$ cat src/rtl/aps_pkg.sv
// ----------------------------------------------------------------------------
// Address pattern scorer package
// Shared constants, register indexes, link structs and the case fold helper.
// ----------------------------------------------------------------------------
package aps_pkg;

    localparam int CHAR_W       = 8;
    localparam int WINDOW_DEPTH = 32;
    localparam int PATTERN_MAX  = 32;
    localparam int SCORE_LIMIT  = 32;
    localparam int PLEN_W       = 6;
    localparam int SCORE_W      = 6;
    localparam int MODE_W       = 2;
    localparam int CHAIN_W      = 2;
    localparam int CFG_DATA_W   = 64;
    localparam int CFG_INDEX_W  = 3;
    localparam int PAT_REGS     = 4;
    localparam int CHARS_PER_REG = CFG_DATA_W / CHAR_W;
    localparam int PAT_VEC_W    = WINDOW_DEPTH * CHAR_W;
    localparam int PLEN_CAP     = (PATTERN_MAX < WINDOW_DEPTH) ? PATTERN_MAX : WINDOW_DEPTH;

    localparam logic [CHAR_W-1:0] CHAR_ZERO  = 8'h30;
    localparam logic [CHAR_W-1:0] CHAR_X     = 8'h78;
    localparam logic [CHAR_W-1:0] CHAR_T     = 8'h54;
    localparam logic [CHAR_W-1:0] CHAR_UP_A  = 8'h41;
    localparam logic [CHAR_W-1:0] CHAR_UP_Z  = 8'h5A;
    localparam logic [CHAR_W-1:0] CASE_DELTA = 8'h20;

    localparam logic [MODE_W-1:0] MODE_PREFIX   = 2'd0;
    localparam logic [MODE_W-1:0] MODE_SUFFIX   = 2'd1;
    localparam logic [MODE_W-1:0] MODE_ANYWHERE = 2'd2;
    localparam logic [MODE_W-1:0] MODE_BENCH    = 2'd3;

    localparam logic [CHAIN_W-1:0] CHAIN_HEX  = 2'd0;
    localparam logic [CHAIN_W-1:0] CHAIN_T    = 2'd1;
    localparam logic [CHAIN_W-1:0] CHAIN_NONE = 2'd2;

    localparam logic [CFG_INDEX_W-1:0] REG_PAT0  = 3'd0;
    localparam logic [CFG_INDEX_W-1:0] REG_PAT1  = 3'd1;
    localparam logic [CFG_INDEX_W-1:0] REG_PAT2  = 3'd2;
    localparam logic [CFG_INDEX_W-1:0] REG_PAT3  = 3'd3;
    localparam logic [CFG_INDEX_W-1:0] REG_PLEN  = 3'd4;
    localparam logic [CFG_INDEX_W-1:0] REG_MODE  = 3'd5;
    localparam logic [CFG_INDEX_W-1:0] REG_CHAIN = 3'd6;
    localparam logic [CFG_INDEX_W-1:0] REG_CASE  = 3'd7;

    typedef struct packed {
        logic              feed;
        logic              fin;
        logic [CHAR_W-1:0] ch;
    } aps_op_t;

    typedef struct packed {
        logic              fill;
        logic              sa;
        logic [CHAR_W-1:0] ch;
    } aps_link_t;

    typedef struct packed {
        logic tok;
        logic hit;
        logic sa_new;
        logic ok;
    } aps_tap_t;

    typedef struct packed {
        logic                    lead_cond;
        logic                    lead_hit;
        logic                    found_hit;
        logic [WINDOW_DEPTH-1:0] sfx_ok;
    } aps_sum_t;

    function automatic logic [CHAR_W-1:0] fold_char(
        input logic [CHAR_W-1:0] c,
        input logic              exact
    );
        logic [CHAR_W-1:0] r;
        r = c;
        if (!exact && c >= CHAR_UP_A && c <= CHAR_UP_Z)
        begin
            r = c + CASE_DELTA;
        end
        return r;
    endfunction

endpackage

$ cat src/rtl/aps_feeder.sv
// ----------------------------------------------------------------------------
// Address pattern scorer input feeder
// Accepts address characters, holds the leading chain prefix characters
// until the strip decision is known, and replays them one per cycle unless stripped.
// ----------------------------------------------------------------------------
module aps_feeder
    import aps_pkg::*;
#(
    parameter int ADDRESS_MAX = 64
)
(
    input  logic               clk,
    input  logic               rst_n,
    input  logic               char_valid,
    output logic               char_ready,
    input  logic [CHAR_W-1:0]  addr_char,
    input  logic               last_char,
    input  logic [CHAIN_W-1:0] chain_kind,
    input  logic               exact_case,
    input  logic               room,
    output aps_op_t            op
);

    localparam int POS_W = $clog2(ADDRESS_MAX + 1);
    localparam logic [POS_W-1:0] POS_MAX = POS_W'(ADDRESS_MAX);

    logic [POS_W-1:0]  pos_reg, pos_next;
    logic [CHAR_W-1:0] held_reg [2];
    logic [CHAR_W-1:0] held_next [2];
    logic [CHAR_W-1:0] pend0_reg, pend0_next;
    logic [CHAR_W-1:0] pend1_reg, pend1_next;
    logic [1:0]        pend_cnt_reg, pend_cnt_next;
    logic              pend_fin_reg, pend_fin_next;

    logic [1:0]        hold;
    logic [1:0]        n_extra;
    logic              in_range;
    logic              strip;
    logic              accept;
    logic              op_feed;
    logic              op_fin;
    logic [CHAR_W-1:0] op_raw;

    assign char_ready = (pend_cnt_reg == 2'd0) && room;
    assign accept     = char_valid && char_ready;

    always_comb
    begin
        unique case (chain_kind)
            CHAIN_HEX: hold = 2'd2;
            CHAIN_T:   hold = 2'd1;
            default:   hold = 2'd0;
        endcase
        in_range = pos_reg < POS_MAX;
        if (hold == 2'd2)
        begin
            strip = (held_reg[0] == CHAR_ZERO) && (held_reg[1] == CHAR_X);
        end
        else
        begin
            strip = held_reg[0] == CHAR_T;
        end

        op_feed       = 1'b0;
        op_fin        = 1'b0;
        op_raw        = addr_char;
        n_extra       = 2'd0;
        pos_next      = pos_reg;
        held_next[0]  = held_reg[0];
        held_next[1]  = held_reg[1];
        pend0_next    = pend0_reg;
        pend1_next    = pend1_reg;
        pend_cnt_next = pend_cnt_reg;
        pend_fin_next = pend_fin_reg;

        if (pend_cnt_reg != 2'd0)
        begin
            op_feed       = 1'b1;
            op_raw        = pend0_reg;
            op_fin        = pend_fin_reg && (pend_cnt_reg == 2'd1);
            pend0_next    = pend1_reg;
            pend_cnt_next = pend_cnt_reg - 2'd1;
        end
        else if (accept)
        begin
            if (!in_range)
            begin
                op_feed = 1'b0;
            end
            else if (pos_reg < POS_W'(hold))
            begin
                held_next[pos_reg[0]] = addr_char;
                if (last_char)
                begin
                    op_feed = 1'b1;
                    if (pos_reg != '0)
                    begin
                        op_raw     = held_reg[0];
                        pend0_next = addr_char;
                        n_extra    = 2'd1;
                    end
                end
            end
            else if ((pos_reg == POS_W'(hold)) && (hold != 2'd0) && !strip)
            begin
                op_feed = 1'b1;
                op_raw  = held_reg[0];
                if (hold == 2'd1)
                begin
                    pend0_next = addr_char;
                    n_extra    = 2'd1;
                end
                else
                begin
                    pend0_next = held_reg[1];
                    pend1_next = addr_char;
                    n_extra    = 2'd2;
                end
            end
            else
            begin
                op_feed = 1'b1;
            end

            op_fin        = last_char && (n_extra == 2'd0);
            pend_cnt_next = n_extra;
            pend_fin_next = last_char;
            if (last_char)
            begin
                pos_next = '0;
            end
            else if (in_range)
            begin
                pos_next = pos_reg + POS_W'(1);
            end
        end
    end

    assign op.feed = op_feed;
    assign op.fin  = op_fin;
    assign op.ch   = fold_char(op_raw, exact_case);

    always_ff @(posedge clk or negedge rst_n)
    begin
        if (!rst_n)
        begin
            pos_reg      <= '0;
            pend_cnt_reg <= 2'd0;
            pend_fin_reg <= 1'b0;
        end
        else
        begin
            pos_reg      <= pos_next;
            pend_cnt_reg <= pend_cnt_next;
            pend_fin_reg <= pend_fin_next;
        end
    end

    always_ff @(posedge clk)
    begin
        held_reg[0] <= held_next[0];
        held_reg[1] <= held_next[1];
        pend0_reg   <= pend0_next;
        pend1_reg   <= pend1_next;
    end

endmodule

$ cat src/rtl/aps_cell.sv
// ----------------------------------------------------------------------------
// Address pattern scorer window cell
// Holds one body character of the recent window with fill, shift-and match
// and end-aligned compare bits; all but the compare bit go to the next cell.
// ----------------------------------------------------------------------------
module aps_cell
    import aps_pkg::*;
(
    input  logic              clk,
    input  logic              rst_n,
    input  aps_op_t           op,
    input  logic              clr,
    input  aps_link_t         link_in,
    input  logic [CHAR_W-1:0] pat_char,
    input  logic [CHAR_W-1:0] apat_char,
    input  logic              active,
    output aps_link_t         link_out,
    output aps_tap_t          tap
);

    logic [CHAR_W-1:0] win_reg, win_next;
    logic              fill_reg, fill_next;
    logic              sa_reg, sa_next;
    logic              sfx_reg, sfx_next;
    logic              fill_eff;
    logic              sa_eff;
    logic              eq;
    logic              sa_new;

    assign fill_eff = fill_reg && !clr;
    assign sa_eff   = sa_reg && !clr;
    assign eq       = op.ch == pat_char;
    assign sa_new   = link_in.sa && eq;

    always_comb
    begin
        if (op.feed)
        begin
            win_next  = link_in.ch;
            fill_next = link_in.fill;
            sa_next   = sa_new;
            sfx_next  = link_in.ch == apat_char;
        end
        else
        begin
            win_next  = win_reg;
            fill_next = fill_eff;
            sa_next   = sa_eff;
            sfx_next  = sfx_reg;
        end
    end

    assign link_out.fill = fill_eff;
    assign link_out.sa   = sa_eff;
    assign link_out.ch   = win_reg;

    assign tap.tok    = active && link_in.fill && !fill_eff;
    assign tap.hit    = active && link_in.fill && !fill_eff && eq;
    assign tap.sa_new = sa_new;
    assign tap.ok     = active && fill_reg && sfx_reg;

    always_ff @(posedge clk or negedge rst_n)
    begin
        if (!rst_n)
        begin
            fill_reg <= 1'b0;
            sa_reg   <= 1'b0;
        end
        else
        begin
            fill_reg <= fill_next;
            sa_reg   <= sa_next;
        end
    end

    always_ff @(posedge clk)
    begin
        win_reg <= win_next;
        sfx_reg <= sfx_next;
    end

endmodule

$ cat src/rtl/aps_tally.sv
// ----------------------------------------------------------------------------
// Address pattern scorer tally
// Keeps the leading match count and the found flag, forms the final score
// at the end of each address and queues scores for the output channel.
// ----------------------------------------------------------------------------
module aps_tally
    import aps_pkg::*;
(
    input  logic               clk,
    input  logic               rst_n,
    input  aps_op_t            op,
    input  aps_sum_t           sum,
    input  logic [PLEN_W-1:0]  plen,
    input  logic [MODE_W-1:0]  match_mode,
    output logic               room,
    output logic               clr,
    output logic               score_valid,
    input  logic               score_ready,
    output logic [SCORE_W-1:0] score
);

    localparam int FIFO_DEPTH = 4;
    localparam int PTR_W      = $clog2(FIFO_DEPTH);
    localparam int CNT_W      = $clog2(FIFO_DEPTH + 1);

    logic [PLEN_W-1:0]  lead_reg, lead_next;
    logic               broken_reg, broken_next;
    logic               found_reg, found_next;
    logic               clr_reg;
    logic [SCORE_W-1:0] fifo_mem [FIFO_DEPTH];
    logic [PTR_W-1:0]   wr_ptr_reg, rd_ptr_reg;
    logic [CNT_W-1:0]   cnt_reg, cnt_next;

    logic [WINDOW_DEPTH:0] ok_ext;
    logic [WINDOW_DEPTH:0] ok_inc;
    logic [WINDOW_DEPTH:0] first_zero;
    logic [SCORE_W-1:0]    suf;
    logic [SCORE_W-1:0]    raw;
    logic [SCORE_W-1:0]    final_score;
    logic                  push;
    logic                  pop;

    assign clr = clr_reg;

    always_comb
    begin
        lead_next   = clr_reg ? '0 : lead_reg;
        broken_next = broken_reg && !clr_reg;
        found_next  = found_reg && !clr_reg;
        if (op.feed)
        begin
            if (sum.lead_cond && !broken_next)
            begin
                if (sum.lead_hit)
                begin
                    lead_next = lead_next + PLEN_W'(1);
                end
                else
                begin
                    broken_next = 1'b1;
                end
            end
            if (sum.found_hit)
            begin
                found_next = 1'b1;
            end
        end
    end

    always_comb
    begin
        ok_ext     = {1'b0, sum.sfx_ok};
        ok_inc     = ok_ext + (WINDOW_DEPTH + 1)'(1);
        first_zero = ~ok_ext & ok_inc;
        suf        = '0;
        for (int j = 0; j <= WINDOW_DEPTH; j++)
        begin
            if (first_zero[j])
            begin
                suf = suf | SCORE_W'(j);
            end
        end

        unique case (match_mode)
            MODE_PREFIX:   raw = (lead_reg > plen) ? plen : lead_reg;
            MODE_SUFFIX:   raw = suf;
            MODE_ANYWHERE: raw = found_reg ? plen : '0;
            MODE_BENCH:    raw = '0;
            default:       raw = '0;
        endcase
        if (plen == '0)
        begin
            raw = '0;
        end
        if ({1'b0, raw} > (SCORE_W + 1)'(SCORE_LIMIT))
        begin
            final_score = SCORE_W'(SCORE_LIMIT);
        end
        else
        begin
            final_score = raw;
        end
    end

    assign push        = clr_reg;
    assign pop         = score_valid && score_ready;
    assign score_valid = cnt_reg != '0;
    assign score       = fifo_mem[rd_ptr_reg];
    assign room        = ((CNT_W + 1)'(cnt_reg) + (CNT_W + 1)'(clr_reg))
                         < (CNT_W + 1)'(FIFO_DEPTH);

    always_comb
    begin
        cnt_next = cnt_reg;
        if (push && !pop)
        begin
            cnt_next = cnt_reg + CNT_W'(1);
        end
        else if (pop && !push)
        begin
            cnt_next = cnt_reg - CNT_W'(1);
        end
    end

    always_ff @(posedge clk or negedge rst_n)
    begin
        if (!rst_n)
        begin
            lead_reg   <= '0;
            broken_reg <= 1'b0;
            found_reg  <= 1'b0;
            clr_reg    <= 1'b0;
            wr_ptr_reg <= '0;
            rd_ptr_reg <= '0;
            cnt_reg    <= '0;
        end
        else
        begin
            lead_reg   <= lead_next;
            broken_reg <= broken_next;
            found_reg  <= found_next;
            clr_reg    <= op.fin;
            cnt_reg    <= cnt_next;
            if (push)
            begin
                wr_ptr_reg <= wr_ptr_reg + PTR_W'(1);
            end
            if (pop)
            begin
                rd_ptr_reg <= rd_ptr_reg + PTR_W'(1);
            end
        end
    end

    always_ff @(posedge clk)
    begin
        if (push)
        begin
            fifo_mem[wr_ptr_reg] <= final_score;
        end
    end

endmodule

$ cat src/rtl/address_pattern_scorer_top.sv
// ----------------------------------------------------------------------------
// Address pattern scorer
// Scores a character-serial address against a configured pattern in prefix,
// suffix or anywhere mode, using a row of window cells.
//
//   Channel   Handshake                   Word
//   --------  --------------------------  ------------------------------
//   char      char_valid / char_ready     addr_char, last_char
//   score     score_valid / score_ready   score
//   config    cfg_write                   cfg_index, cfg_data
//
// One character is taken per cycle, but not while held characters replay
// or the score queue lacks room. Unstripped held chain prefix characters,
// and those still held when an address ends, are replayed into the window
// one per cycle. A score is queued from the registered end-of-address flag.
// Reset clears all address state and sets the registers to their defaults.
// A four-word score queue absorbs output stalls; input waits when it fills.
// ----------------------------------------------------------------------------
module address_pattern_scorer_top
    import aps_pkg::*;
#(
    parameter int ADDRESS_MAX = 64
)
(
    input  logic                   clk,
    input  logic                   rst_n,
    input  logic                   char_valid,
    output logic                   char_ready,
    input  logic [CHAR_W-1:0]      addr_char,
    input  logic                   last_char,
    output logic                   score_valid,
    input  logic                   score_ready,
    output logic [SCORE_W-1:0]     score,
    input  logic                   cfg_write,
    input  logic [CFG_INDEX_W-1:0] cfg_index,
    input  logic [CFG_DATA_W-1:0]  cfg_data
);

    logic [CFG_DATA_W-1:0] pat_reg [PAT_REGS];
    logic [PLEN_W-1:0]     plen_reg;
    logic [MODE_W-1:0]     mode_reg;
    logic [CHAIN_W-1:0]    chain_reg;
    logic                  case_reg;

    logic [PLEN_W-1:0]     plen_eff;
    logic [PLEN_W-1:0]     shamt;
    logic [PAT_VEC_W-1:0]  pat_vec;
    logic [PAT_VEC_W-1:0]  rev_vec;
    logic [PAT_VEC_W-1:0]  apat_vec;

    aps_op_t   op;
    aps_sum_t  sum;
    aps_link_t link [WINDOW_DEPTH+1];
    aps_tap_t  taps [WINDOW_DEPTH];
    logic      room;
    logic      clr;
    logic [WINDOW_DEPTH-1:0] active;
    logic [WINDOW_DEPTH-1:0] tail;

    always_ff @(posedge clk or negedge rst_n)
    begin
        if (!rst_n)
        begin
            for (int i = 0; i < PAT_REGS; i++)
            begin
                pat_reg[i] <= '0;
            end
            plen_reg  <= '0;
            mode_reg  <= MODE_PREFIX;
            chain_reg <= CHAIN_HEX;
            case_reg  <= 1'b1;
        end
        else if (cfg_write)
        begin
            unique case (cfg_index)
                REG_PAT0:  pat_reg[0] <= cfg_data;
                REG_PAT1:  pat_reg[1] <= cfg_data;
                REG_PAT2:  pat_reg[2] <= cfg_data;
                REG_PAT3:  pat_reg[3] <= cfg_data;
                REG_PLEN:  plen_reg   <= cfg_data[PLEN_W-1:0];
                REG_MODE:  mode_reg   <= cfg_data[MODE_W-1:0];
                REG_CHAIN: chain_reg  <= cfg_data[CHAIN_W-1:0];
                REG_CASE:  case_reg   <= cfg_data[0];
                default:   plen_reg   <= plen_reg;
            endcase
        end
    end

    assign plen_eff = (plen_reg > PLEN_W'(PLEN_CAP)) ? PLEN_W'(PLEN_CAP) : plen_reg;
    assign shamt    = PLEN_W'(WINDOW_DEPTH) - plen_eff;
    assign apat_vec = rev_vec >> {shamt, 3'b000};

    assign link[0].fill = 1'b1;
    assign link[0].sa   = 1'b1;
    assign link[0].ch   = op.ch;

    aps_feeder #(
        .ADDRESS_MAX (ADDRESS_MAX)
    ) u_feeder (
        .clk        (clk),
        .rst_n      (rst_n),
        .char_valid (char_valid),
        .char_ready (char_ready),
        .addr_char  (addr_char),
        .last_char  (last_char),
        .chain_kind (chain_reg),
        .exact_case (case_reg),
        .room       (room),
        .op         (op)
    );

    for (genvar k = 0; k < WINDOW_DEPTH; k++)
    begin : g_cell
        assign pat_vec[k*CHAR_W +: CHAR_W] =
            fold_char(pat_reg[k / CHARS_PER_REG][(k % CHARS_PER_REG)*CHAR_W +: CHAR_W],
                      case_reg);
        assign rev_vec[k*CHAR_W +: CHAR_W] =
            pat_vec[(WINDOW_DEPTH-1-k)*CHAR_W +: CHAR_W];
        assign active[k] = PLEN_W'(k) < plen_eff;
        assign tail[k]   = plen_eff == PLEN_W'(k + 1);

        aps_cell u_cell (
            .clk       (clk),
            .rst_n     (rst_n),
            .op        (op),
            .clr       (clr),
            .link_in   (link[k]),
            .pat_char  (pat_vec[k*CHAR_W +: CHAR_W]),
            .apat_char (apat_vec[k*CHAR_W +: CHAR_W]),
            .active    (active[k]),
            .link_out  (link[k+1]),
            .tap       (taps[k])
        );
    end

    always_comb
    begin
        sum.lead_cond = 1'b0;
        sum.lead_hit  = 1'b0;
        sum.found_hit = 1'b0;
        for (int k = 0; k < WINDOW_DEPTH; k++)
        begin
            sum.lead_cond = sum.lead_cond | taps[k].tok;
            sum.lead_hit  = sum.lead_hit | taps[k].hit;
            sum.found_hit = sum.found_hit | (taps[k].sa_new & tail[k]);
            sum.sfx_ok[k] = taps[k].ok;
        end
    end

    aps_tally u_tally (
        .clk         (clk),
        .rst_n       (rst_n),
        .op          (op),
        .sum         (sum),
        .plen        (plen_eff),
        .match_mode  (mode_reg),
        .room        (room),
        .clr         (clr),
        .score_valid (score_valid),
        .score_ready (score_ready),
        .score       (score)
    );

endmodule

$ cat config.mk
export PLATFORM = sky130hd
export DESIGN_NAME = address_pattern_scorer_top
export DESIGN_NICKNAME = d
export VERILOG_FILES = /design/src/rtl/aps_pkg.sv /design/src/rtl/aps_feeder.sv /design/src/rtl/aps_cell.sv /design/src/rtl/aps_tally.sv /design/src/rtl/address_pattern_scorer_top.sv
export SDC_FILE = /design/constraint.sdc
export NUM_CORES = 2
export LEC_CHECK = 0
export BUFFER_PORTS_ARGS = -buffer_cell sky130_fd_sc_hd__buf_2
export CORE_MARGIN = 8
export CORE_UTILIZATION = 30
export CTS_BUF_LIST = sky130_fd_sc_hd__clkbuf_4 sky130_fd_sc_hd__clkbuf_8
export DETAILED_ROUTE_END_ITERATION = 8
export GPL_TIMING_DRIVEN = 0
export SLEW_MARGIN = 20
export SYNTH_ARGS = -nofsm -noshare
export SYNTH_HDL_FRONTEND = slang
export SYNTH_SLANG_ARGS = --single-unit
$ cat constraint.sdc
create_clock -name clk -period 30.5 [get_ports clk]
set_input_delay 4.575 -clock clk [delete_from_list [all_inputs] [get_ports clk]]
set_output_delay 4.575 -clock clk [all_outputs]
set_load 0.02 [all_outputs]
# After elaboration in Yosys (flattened, before gate mapping)
# Memory sizes are Yosys's and may differ from the RTL's.
# Index checks and enable logic that the tools add are counted.
# W data, S select, Z words.
dict set report word_totals {
  elab_cells 1280
  ff_bits 652
  inputBits 81
  ram_bits 40
  mem_count 2
}
dict set report op_classes {
  n_shift 1
  mux 329
  reduce_logical 398
  n_lt_le_gt_ge 106
  addsub 43
  bitwise_logic 129
  n_eq_ne 126
}
# name depth word_bits read_ports rd_ports_with_merged_regs write_ports line
set memory_table {}
lappend memory_table {u_tally.fifo_mem 4 6 1 0 1 aps_tally.sv:30} ;# logic [SCORE_W-1:0] fifo_mem [FIFO_DEPTH];
lappend memory_table {u_feeder.held_reg 2 8 2 0 2 aps_feeder.sv:28} ;# logic [CHAR_W-1:0] held_reg [2];
# operator n
set op_table {}
lappend op_table {{$mux W8} 112}
lappend op_table {{$eq A8 B8 Y1} 64}
lappend op_table {{$mux W64} 8}
lappend op_table {{$logic_and A1 B1 Y1} 333}
lappend op_table {{$add A8 B6 Y8 const B} 33}
lappend op_table {{$ge A8 B7 Y1 const B} 33}
lappend op_table {{$le A8 B7 Y1 const B} 33}
lappend op_table {{$shr A256 B9 Y256} 1}
lappend op_table {{$mux W16} 10}
lappend op_table {{$mux W1} 103}
lappend op_table {{$eq A6 B5 Y1 const B} 16}
lappend op_table {{$lt A5 B6 Y1 const A} 16}
lappend op_table {{$or A1 B1 Y1} 93}
lappend op_table {{$mux W6} 15}
lappend op_table {{$mux W5} 16}
lappend op_table {{$mux W2} 37}
lappend op_table {{$mux W7} 9}
lappend op_table {{$eq A6 B4 Y1 const B} 8}
lappend op_table {{$lt A4 B6 Y1 const A} 8}
lappend op_table {{$logic_not A1 Y1} 37}
lappend op_table {{$add A32 B1 Y33 const B} 1}
lappend op_table {{$and A33 B33 Y33} 1}
lappend op_table {{$not A32 Y33} 1}
lappend op_table {{$and A1 B1 Y1} 32}
lappend op_table {{other kinds (50)} 112}

# Logic depth before layout (Yosys ltp)
dict set report depth {
  word_depth 65
  depth_mapped 26
  depth_no_buf 19
}

# Hierarchy
# From an unflattened synthesis, not the netlist that was laid out.
dict set report hier_totals {
  hier_cells 5060
  hier_area_um2 49972.9
}
# module n_inst area_each_um2 cells_per_inst
set modules_own_cells {}
lappend modules_own_cells {address_pattern_scorer_top 1 26511.7 3069}
lappend modules_own_cells {aps_cell 32 588.1 49}
lappend modules_own_cells {aps_tally 1 2453.6 234}
lappend modules_own_cells {aps_feeder 1 2189.6 189}

# Least setup slack after synthesis
# Ideal clock, no wire load.
dict set report synth_timing {
  path_kind {input to register}
  start {input char_valid}
  end {register g_cell[0].u_cell.sfx_reg, enable pin}
  setup_ns 0.754
  t_required_ns 29.746
  setup_slack_ns 15.748
  stages 9
  arrival_ns 13.999
  path_cell_list {nor4b_2 nor3b_1 clkbuf_1 o21ai_0 and2_1 clkbuf_1 inv_1 clkbuf_1 clkbuf_1}
}
dict set report synth_between {
  elab_chain_len 4
}
# item line
set synth_rtl {}
lappend synth_rtl {{start: declaration} address_pattern_scorer_top.sv:27} ;# input logic char_valid,
lappend synth_rtl {{$logic_and A1 B1 Y1} aps_feeder.sv:45} ;# assign accept = char_valid && char_ready;
lappend synth_rtl {{$mux W1} aps_feeder.sv:84} ;# else if (accept)
lappend synth_rtl {{$mux W1 (2 in series)} aps_feeder.sv:76} ;# if (pend_cnt_reg != 2'd0)
lappend synth_rtl {{end signal: assignment} aps_cell.sv:79} ;# sfx_reg <= sfx_next;
lappend synth_rtl {{end: declaration} aps_cell.sv:24} ;# logic sfx_reg, sfx_next;
# No other way between the ends. The select of a mux whose other input is x is not followed.
# A chain may end at the register's enable or synchronous reset.

# Worst setup path in the final report
dict set report layout_timing {
  start {register plen_reg[5]}
  end {register g_cell[7].u_cell.sfx_reg, data pin}
}
dict set report layout_between {
  elab_chain_len 5
}
# item line
set layout_rtl {}
lappend layout_rtl {{start: declaration} address_pattern_scorer_top.sv:40} ;# logic [PLEN_W-1:0] plen_reg;
lappend layout_rtl {{start signal: assignment} address_pattern_scorer_top.sv:80} ;# REG_PLEN: plen_reg <= cfg_data[PLEN_W-1:0];
lappend layout_rtl {{start signal: assignment} address_pattern_scorer_top.sv:84} ;# default: plen_reg <= plen_reg;
lappend layout_rtl {{$gt A6 B6 Y1} address_pattern_scorer_top.sv:89} ;# assign plen_eff = (plen_reg > PLEN_W'(PLEN_CAP)) ? PLEN_W'(PLEN_CAP) : plen_reg;
lappend layout_rtl {{$mux W6 *} address_pattern_scorer_top.sv:89}
lappend layout_rtl {{$sub A6 B6 Y6 *} address_pattern_scorer_top.sv:90} ;# assign shamt = PLEN_W'(WINDOW_DEPTH) - plen_eff;
lappend layout_rtl {{$shr A256 B9 Y256 *} address_pattern_scorer_top.sv:91} ;# assign apat_vec = rev_vec >> {shamt, 3'b000};
lappend layout_rtl {{$eq A8 B8 Y1 *} aps_cell.sv:42} ;# sfx_next = link_in.ch == apat_char;
lappend layout_rtl {{end signal: assignment} aps_cell.sv:79}
lappend layout_rtl {{end: declaration} aps_cell.sv:24}
# Mark *: on every way between the ends. The rest lies on a longest branch, timed or not.

==> flow_metrics.tcl <==
set metrics [dict create \
    p_comb_share_pct 62.6 \
    clkPwrFrac_pct 13.1 \
    crit_buf_inv 14 \
    period_share_pct 42.8 \
    largest_reg_flops 256 \
    yosysTopAreaCellShare_pct 20.6 \
    numPortBuffers 86 \
    grt_setup_unrepaired "no" \
    ctsResizeCount 0 \
    min_path_type "reg2reg" \
    timing.setup.tns_ns 0 \
    switching_share_pct 57.3 \
    gr-total-overflow 0 \
    drv_slew 0 \
    synth_area_leaders "edfxtp_1 21%, dfrtp_1 18%, mux2i_1 10%" \
    syn_inst 5216 \
    grt_use_met3_pct 11.3 \
    wl_per_cell_um 41.0 \
    p_int_mw 3.22 \
    synth_area_um2 49000 \
    cp_common_cell "clkbuf_1" \
    max_stage_delay_ns 1.15 \
    slowest_stage "nor4_1" \
    ys_seq_area_share_pct 38.8 \
    slew_headroom_pct 1.82 \
    critPathMaxFanout 11 \
    fp.dieW_um 420 \
    synth_warnings 0 \
    multiInputGateArea_um2 28700 \
    routed-via-count 49600 \
    seqPwrFrac_pct 24.3 \
    rows 148 \
    cts_setup_buffers 0 \
    gr-usage-all-layers_pct 34.9 \
    p_leak_nw 21.4 \
    ys_types 101 \
    clockRootBuffer "clkbuf_8" \
    status "finished with violations" \
    dr.pass1.iters 8 \
    nFillCells 17000 \
    antenna_found_initial 39 \
    p_switching_mw 4.33 \
    path_clk_slew_ns 0.06 \
    cts_sinks 692 \
    grt_max_degree 86 \
    dieArea_um2 177000 \
    cts_tree "yes" \
    synth_edf_count 336 \
    worstSetupEndpointType "register" \
    crit_family "buffers and inverters" \
    async_flop_share_pct 51.4 \
    cp.arrival_ns 13.54 \
    violations "capacitance limit" \
    viasPerCell 6.37 \
    drive_gt1_share_pct 14.2 \
    synth_nets 5351 \
    drt_wl_total_um 320000 \
    setup_viol 0 \
    cp.required_ns 30.98 \
    start_util_pct 30.1 \
    core-area_um2 163000 \
    pin_count 89 \
    finalClockSkew_ns 0.0771 \
    ys.flop_type "dfrtp_1" \
    critPathLaunchType "register" \
    synth_top_area_cell "edfxtp_1" \
    maxCapViolCount 1 \
    synth-seq-cells 692 \
    clk_path_buf_depth 3 \
    cts_buffers 135 \
    gr-usage-met1_pct 44.1 \
    grt_pass1_wl_um 421000 \
    hpwl_um 261000 \
    post-route-min-period_ns 13.06 \
    critPathKind "reg2reg" \
    p_per_area_nw_per_um2 135 \
    grt.busiest_layer "met2" \
    postSynthAreaPerCell_um2 9.40 \
    drt_iter0_drc 6843 \
    clk-insertion-delay-late_ns 0.93 \
    yosys-top-cells-count "647 x nand2_1, 494 x mux2i_1, 357 x nor2_1" \
    seqCellArea_um2 19000 \
    grt_pass1_vias 46700 \
    place.gp.congestion 1.06 \
    drc_errors 0 \
    htree_levels 4 \
    met2_usage_pct 52.7 \
    fmax_mhz 76.6 \
    yosysMostFrequentCell "nand2_1" \
    ir_drop_mv 0.0633 \
    cts_hold_buf 0 \
    worstMarginPinSlew_ns 1.46 \
    area_growth_pct 14.3 \
    finalHoldViolCount 0 \
    ant_nets 0 \
    hold-worst-slack_ns 0.464 \
    crit_chain "clkbuf_1, nor2b_1, clkbuf_1, inv_1, clkbuf_1, buf_1, clkbuf_1, buf_1, buf_1, clkbuf_1, ha_1, clkbuf_1, xor2_1, clkbuf_1, clkbuf_1, clkbuf_1, clkbuf_1, nand2_1, nand3_1, a31oi_1, xor2_1, nand4_1, nor4_1" \
    nets 5626 \
    die_y_um 420 \
]
## metal layers
| layer | share of wire [%] | wire, um | vias up |
|---|---|---|---|
| met3 | 11 | 34000 | 902 |
| met5 | 0.042 | 133 | - |
| li1 | - | - | 20000 |
| met2 | 43 | 137000 | 3338 |
| met4 | 6.7 | 21300 | 22 |
| met1 | 40 | 127000 | 25300 |
## worst paths after layout
| check | slack, ns | endpoint | cells after the start | start |
|---|---|---|---|---|
| worst min-delay path | 0.46 | g_cell[3].u_cell.win_reg[5] | 0 | g_cell[2].u_cell.win_reg[5] |
| max in group asynchronous | 25.57 | u_feeder.pos_reg[1] | 3 | rst_n |
| worst max-delay path | 17.44 | g_cell[7].u_cell.sfx_reg | 23 | plen_reg[5] |
| worst min register to register | 0.46 | g_cell[3].u_cell.win_reg[5] | 0 | g_cell[2].u_cell.win_reg[5] |
| min in group asynchronous | 3.61 | pat_reg[154] | 1 | rst_n |
| worst max register to register | 17.44 | g_cell[7].u_cell.sfx_reg | 23 | plen_reg[5] |
## cell families after synthesis
group | share of synthesized area, %
simple gates | 18.0
compound gates | 14.7
mux | 16.7
flops | 38.8
buf+inv | 3.59
xor+xnor | 6.84
fa+ha+maj | 1.39
## area by class of cell
type	instances	share of cell area (%)
clock inverter	66	0.965
clock buffer	172	3.93
antenna	22	0.0983
multi-input combinational	4077	51.2
timing repair buffer	138	1.86
buffer	321	2.32
tap	2175	4.86
inverter	126	0.853
sequential	692	33.9
## cells in the final DEF (no fill, tap or decap), types with 39 or more instances in the layout
master	synthesis	layout
nand2_1	647	647
mux2i_1	494	487
nor2_1	357	356
dfrtp_1	355	355
edfxtp_1	336	336
a21oi_1	324	316
xnor2_1	271	271
mux2_2	251	251
clkbuf_1	229	220
o21ai_0	215	202
nand3_1	157	157
clkbuf_8	0	146
nor3_1	129	120
inv_1	119	119
xor2_1	112	112
buf_2	6	101
nor4_1	75	72
buf_1	74	70
a32oi_1	64	64
nand4_1	62	62
a31oi_1	67	61
ha_1	53	53
and3_1	50	50
or3_1	48	48
nor4b_1	51	42
o22ai_1	39	39
## metrics by stage
step | area [um2] | power (mW) | std cells | util (%) | worst slack, ns
after CTS | 55900 | 7.32 | 7767 | 34.4 | 18.31
after floorplan | 49000 | 4.15 | 5216 | - | 15.75
after detailed placement | 53200 | 6.31 | 7529 | 32.7 | 18.45
after global placement | 52200 | 6.33 | 7477 | 32.1 | 9.21
final | 56000 | 7.56 | 7789 | 34.5 | 17.44
after global routing | 56000 | 7.66 | 7768 | 34.4 | 17.49
## power groups by stage
| stage | Clock (mW) | Combinational, mW | Sequential [mW] |
|---|---|---|---|
| CTS | 1.01 | 4.49 | 1.82 |
| floorplan | 0 | 2.46 | 1.69 |
| finish | 0.990 | 4.73 | 1.84 |
| global route | 1.04 | 4.76 | 1.86 |
| global placement | 0 | 4.37 | 1.95 |
| detailed placement | 0 | 4.47 | 1.84 |
## worst reg2reg max path, delay by kind of cell, from the launching register on
kind,cells,cell delay (ns)
xor+xnor,2,1.05
simple gates,5,1.90
compound gates,1,0.19
fa+ha+maj,1,0.36
flops,1,0.32
buf+inv,14,8.79
(Power assumes the default switching activity.)
